## config.mk

```make
export PLATFORM = sky130hd
export DESIGN_NAME = ffca_cell
export DESIGN_NICKNAME = d
export VERILOG_FILES = /design/src/ffca_pkg.sv /design/src/ffca_cell.sv
export SDC_FILE = /design/constraint.sdc
export NUM_CORES = 1
export LEC_CHECK = 0
export BUFFER_PORTS_ARGS = -buffer_cell sky130_fd_sc_hd__buf_2
export CAP_MARGIN = 20
export CORE_ASPECT_RATIO = 1.1
export CORE_MARGIN = 5
export CORE_UTILIZATION = 50
export CTS_CLUSTER_SIZE = 40
export DETAILED_ROUTE_END_ITERATION = 8
export PLACE_DENSITY = 0.75
export SYNTH_ARGS = -nofsm -noshare
export SYNTH_HDL_FRONTEND = slang
export SYNTH_SLANG_ARGS = --single-unit
export TNS_END_PERCENT = 5
```

## constraint.sdc

```tcl
create_clock -name clk_i -period 8.2 [get_ports clk_i]
set_input_delay 1.64 -clock clk_i [delete_from_list [all_inputs] [get_ports clk_i]]
set_output_delay 1.64 -clock clk_i [all_outputs]
set_load 0.05 [all_outputs]
```

## src/ffca_pkg.sv

```systemverilog
// shared types and constants of the first-fit chunk allocator
package ffca_pkg;

  localparam int unsigned DataW = 32;
  localparam int unsigned AlignW = 5;
  localparam logic [DataW-1:0] PageSizeReset = 32'd268435456;
  localparam logic [AlignW-1:0] AlignLog2Reset = 5'd16;

  typedef enum logic [1:0] {
    CMD_ALLOC = 2'd0,
    CMD_FREE  = 2'd1,
    CMD_RESET = 2'd2,
    CMD_NONE  = 2'd3
  } cmd_e;

  typedef enum logic [1:0] {
    ST_OK      = 2'd0,
    ST_NOSPACE = 2'd1,
    ST_FULL    = 2'd2,
    ST_UNUSED  = 2'd3
  } status_e;

  typedef enum logic {
    REG_PAGE_SIZE  = 1'b0,
    REG_ALIGN_LOG2 = 1'b1
  } reg_idx_e;

  // command broadcast to every cell
  typedef struct packed {
    logic             exec;
    cmd_e             cmd;
    logic [DataW:0]   aligned;
    logic [DataW-1:0] size;
    logic [DataW-1:0] offs;
    logic [DataW:0]   blk_end;
    logic [DataW-1:0] page;
  } op_t;

  // priority chain between neighboring cells
  typedef struct packed {
    logic             hit;
    logic [DataW-1:0] grant;
  } chain_t;

endpackage

```

## src/ffca_cell.sv

```systemverilog
// one free-table entry with its compare, update and priority link
module ffca_cell #(
  parameter bit FIRST = 1'b0
) (
  input  logic            clk_i,
  input  logic            rst_ni,
  input  ffca_pkg::op_t    op_i,
  input  logic            live_i,
  input  logic            append_i,
  input  ffca_pkg::chain_t chain_i,
  output ffca_pkg::chain_t chain_o
);
  import ffca_pkg::*;

  logic [DataW-1:0] start_q, start_d;
  logic [DataW-1:0] len_q, len_d;
  logic             alloc_hit, free_hit, match, take;
  logic [DataW:0]   merge_sum;

  assign alloc_hit = live_i && ({1'b0, len_q} > op_i.aligned);
  assign free_hit  = live_i && (op_i.blk_end == {1'b0, start_q});
  assign match     = ((op_i.cmd == CMD_ALLOC) && alloc_hit) ||
                     ((op_i.cmd == CMD_FREE) && free_hit);
  assign take      = op_i.exec && match && !chain_i.hit;
  assign merge_sum = {1'b0, len_q} + {1'b0, op_i.size};

  assign chain_o.hit   = chain_i.hit || match;
  assign chain_o.grant = (match && !chain_i.hit) ? start_q : chain_i.grant;

  always_comb begin
    start_d = start_q;
    len_d   = len_q;
    if (op_i.exec && (op_i.cmd == CMD_RESET)) begin
      if (FIRST) begin
        start_d = '0;
        len_d   = op_i.page;
      end
    end else if (take && (op_i.cmd == CMD_ALLOC)) begin
      start_d = start_q + op_i.aligned[DataW-1:0];
      len_d   = len_q - op_i.aligned[DataW-1:0];
    end else if (take) begin
      start_d = op_i.offs;
      len_d   = merge_sum[DataW] ? '1 : merge_sum[DataW-1:0];
    end else if (append_i) begin
      start_d = op_i.offs;
      len_d   = op_i.size;
    end
  end

  always_ff @(posedge clk_i or negedge rst_ni) begin
    if (!rst_ni) begin
      start_q <= '0;
      len_q   <= FIRST ? PageSizeReset : '0;
    end else begin
      start_q <= start_d;
      len_q   <= len_d;
    end
  end

endmodule

```

==> impl_metrics.json <==
{
  "synth_edf_count": 0,
  "cts_tree": "done",
  "synth-seq-cells": 64,
  "crit_required_ns": 6.56,
  "drive_gt1_frac": 0.206,
  "routedWlPerCell_um": 18.4,
  "leakagePower_nw": 5.03,
  "syn_inst": 1155,
  "place_congestion": 0.947,
  "pwr_density_cell_mw_per_mm2": 159,
  "crit_type": "in2out",
  "die_x_um": 137,
  "fin_crit_ns": 6.38,
  "end_kind": "output port",
  "reg2reg_depth": 12,
  "cpMaxStageDelayCell": "a2111o_1",
  "clock_latency_ns": 0.34,
  "syn_area_per_cell_um2": 7.69,
  "drt_iter0_markers": 827,
  "io_pins": 235,
  "seq_area_mm2": 0.00160,
  "synth_cell_types": 79,
  "path_max_fanout": 33,
  "io_buffers": 202,
  "ys_warn_count": 0,
  "syn_to_final_growth_pct": 16.6,
  "drt_pass1_iterations": 5,
  "cts-buffers-inserted": 9,
  "antenna_cells": 0,
  "post_cts_resized": 0,
  "detail_route.vias_per_cell": 5.92,
  "multi_input_area_mm2": 0.00687,
  "root_buffer": "clkbuf_16",
  "crit_path_frequent_cell": "buf_2",
  "async_reset_ff_frac": 1.00,
  "max_stage_delay_ns": 0.43,
  "hold_viol": 0,
  "drc": 0,
  "ctsHoldBuffers": 0,
  "antenna_found_initial": 1,
  "grt_overflow": 0,
  "fin_ws_ns": 1.82,
  "drv_cap": 0,
  "die_area_mm2": 0.0205,
  "grt_pass1_vias": 8900,
  "fin_skew_ns": 0.00990,
  "grt_start_max_net_pins": 65,
  "fmaxAchievable_mhz": 157,
  "n_fill_cell": 1685,
  "dpl.hpwl_um": 23100,
  "whs_path_depth": 2,
  "relSlewSlack": 0.260,
  "postRouteAntennaNets": 0,
  "vdd_ir_drop_max_v": 0.0000872,
  "critPathLaunchType": "primary input",
  "syn_nets": 1455,
  "clock-sinks": 64,
  "grt_pass1_wl_um": 45200,
  "period_share": 0.778,
  "synth_area_mm2": 0.00888,
  "cts_setup_buffers": 0,
  "setup_violations": 0,
  "synth_seq_area_share": 0.180,
  "setup_tns_ns": 0,
  "slew_viol_final": 0,
  "core-area_mm2": 0.0176,
  "vias": 9324,
  "die_h_um": 150,
  "rsz0062_at_grt": "false",
  "h-tree-depth": 3,
  "cts.clk_slew.worst_paths_ns": 0.05,
  "worst_pin_slew_ns": 1.11,
  "worst_ep_arrival_time_ns": 4.74,
  "rows": 51,
  "path_cells": "buf_2 > inv_1 > ha_1 > a21oi_1 > o21ai_1 > a2111o_1 > a31oi_1 > a211oi_1 > o21ai_0 > nand2b_1 > buf_4 > mux2_2 > buf_2",
  "synthFlopType": "dfrtp_1",
  "cts.path.max_buffers": 2,
  "place_ws_ns": 1.80,
  "wirelength_um": 29000,
  "status": "completed",
  "grtUsageTotal": 0.276,
  "nNetsFinal": 1634,
  "initial_core_util": 0.504,
  "hold_class": "reg2reg"
}
-- worst max-delay path: cells and delay by family --
kind            cells  cell delay, ns
fa+ha+maj           1            0.37
compound gates      6            1.40
buf+inv             4            0.73
simple gates        1            0.13
mux                 1            0.40
-- cell type report --
type                            instances  share of cell area
Timing Repair Buffer                  210               0.105
Inverter                               61              0.0221
Multi-Input combinational cell        988               0.663
Clock buffer                           14              0.0265
Sequential cell                        64               0.155
Tap cell                              238              0.0288
-- metrics by stage --
stage / util / instance area [um2] / power, mW / cells / hold slack, ns
global placement: 0.571 / 10100 / 1.26 / 1560 / 0.522
floorplan: - / 8880 / 1.05 / 1155 / 0.479
CTS: 0.587 / 10300 / 1.64 / 1574 / 0.548
finish: 0.588 / 10400 / 1.65 / 1575 / 0.558
detailed placement: 0.571 / 10100 / 1.27 / 1560 / 0.536
global route: 0.588 / 10400 / 1.76 / 1575 / 0.564
-- power by group --
part           internal (mW)  leakage [nW]  total [mW]  switching (mW)
Combinational          0.367          4.15       0.877           0.510
Clock                  0.226         0.135       0.368           0.142
Sequential             0.353         0.749       0.405          0.0519
-- cells in the mapped netlist (6+ instances only) --
cell type,instances,area share
a211oi_1,10,0.0085
a21o_1,44,0.037
a21oi_1,103,0.058
a221oi_1,8,0.0079
a31oi_1,29,0.020
and3_1,22,0.015
buf_2,15,0.0085
clkbuf_1,23,0.0097
dfrtp_1,64,0.18
ha_1,95,0.13
inv_1,61,0.026
mux2_2,31,0.039
mux2i_1,8,0.0090
nand2_1,104,0.044
nand2b_1,13,0.0092
nand3_1,28,0.016
nand4_1,12,0.0085
nor2_1,94,0.040
nor2b_1,12,0.0085
nor3_1,21,0.012
nor4_1,10,0.0070
o211ai_1,17,0.014
o21a_1,14,0.012
o21ai_0,71,0.040
o21ai_1,17,0.0096
o21bai_1,13,0.011
o311ai_1,6,0.0059
or3_1,9,0.0063
xnor2_1,49,0.048
xor2_1,53,0.052
-- final timing paths --
check	end	startpoint	slack, ns
worst max-delay path	chain_o[12]	op_i[139]	1.82
worst min-delay path	len_q[13]	len_q[13]	0.56
worst max register to register	start_q[31]	len_q[10]	3.59
worst min register to register	len_q[13]	len_q[13]	0.56
max in group asynchronous	start_q[21]	rst_ni	6.12
min in group asynchronous	len_q[4]	rst_ni	1.49
-- routing by layer --
layer | routed length (um) | global-route usage
met1 | 12600 | 0.369
met2 | 13400 | 0.459
met3 | 2100 | 0.0303
met4 | 821 | 0.0988
met5 | 19 | 0
-- registers in the layout (all words and copies together) (netlist names) --
signal and count:
len_q 32, start_q 32
-- cell usage in the layout (no fill, tap or decap), types with 9 or more instances in the layout --
cell	n
nor3_1	21
o211ai_1	17
o21bai_1	13
a211oi_1	10
buf_2	202
xor2_1	53
mux2_2	31
xnor2_1	49
a21oi_1	103
nor4_1	10
nor2_1	94
a21o_1	44
clkbuf_16	9
o21a_1	14
inv_1	61
nand2_1	103
nand4_1	12
o21ai_0	71
dfrtp_1	64
or3_1	9
ha_1	95
o21ai_1	17
nand2b_1	13
nor2b_1	12
a31oi_1	29
and3_1	22
nand3_1	28
-- kinds of logic after synthesis --
kind of cell,count (synthesis),share of synthesized area
fa+ha+maj,98,0.141
compound gates,398,0.294
simple gates,351,0.189
xor+xnor,102,0.101
mux,39,0.0483
buf+inv,103,0.0465
flops,64,0.180
No activity file was read; power rests on OpenSTA's default activity.
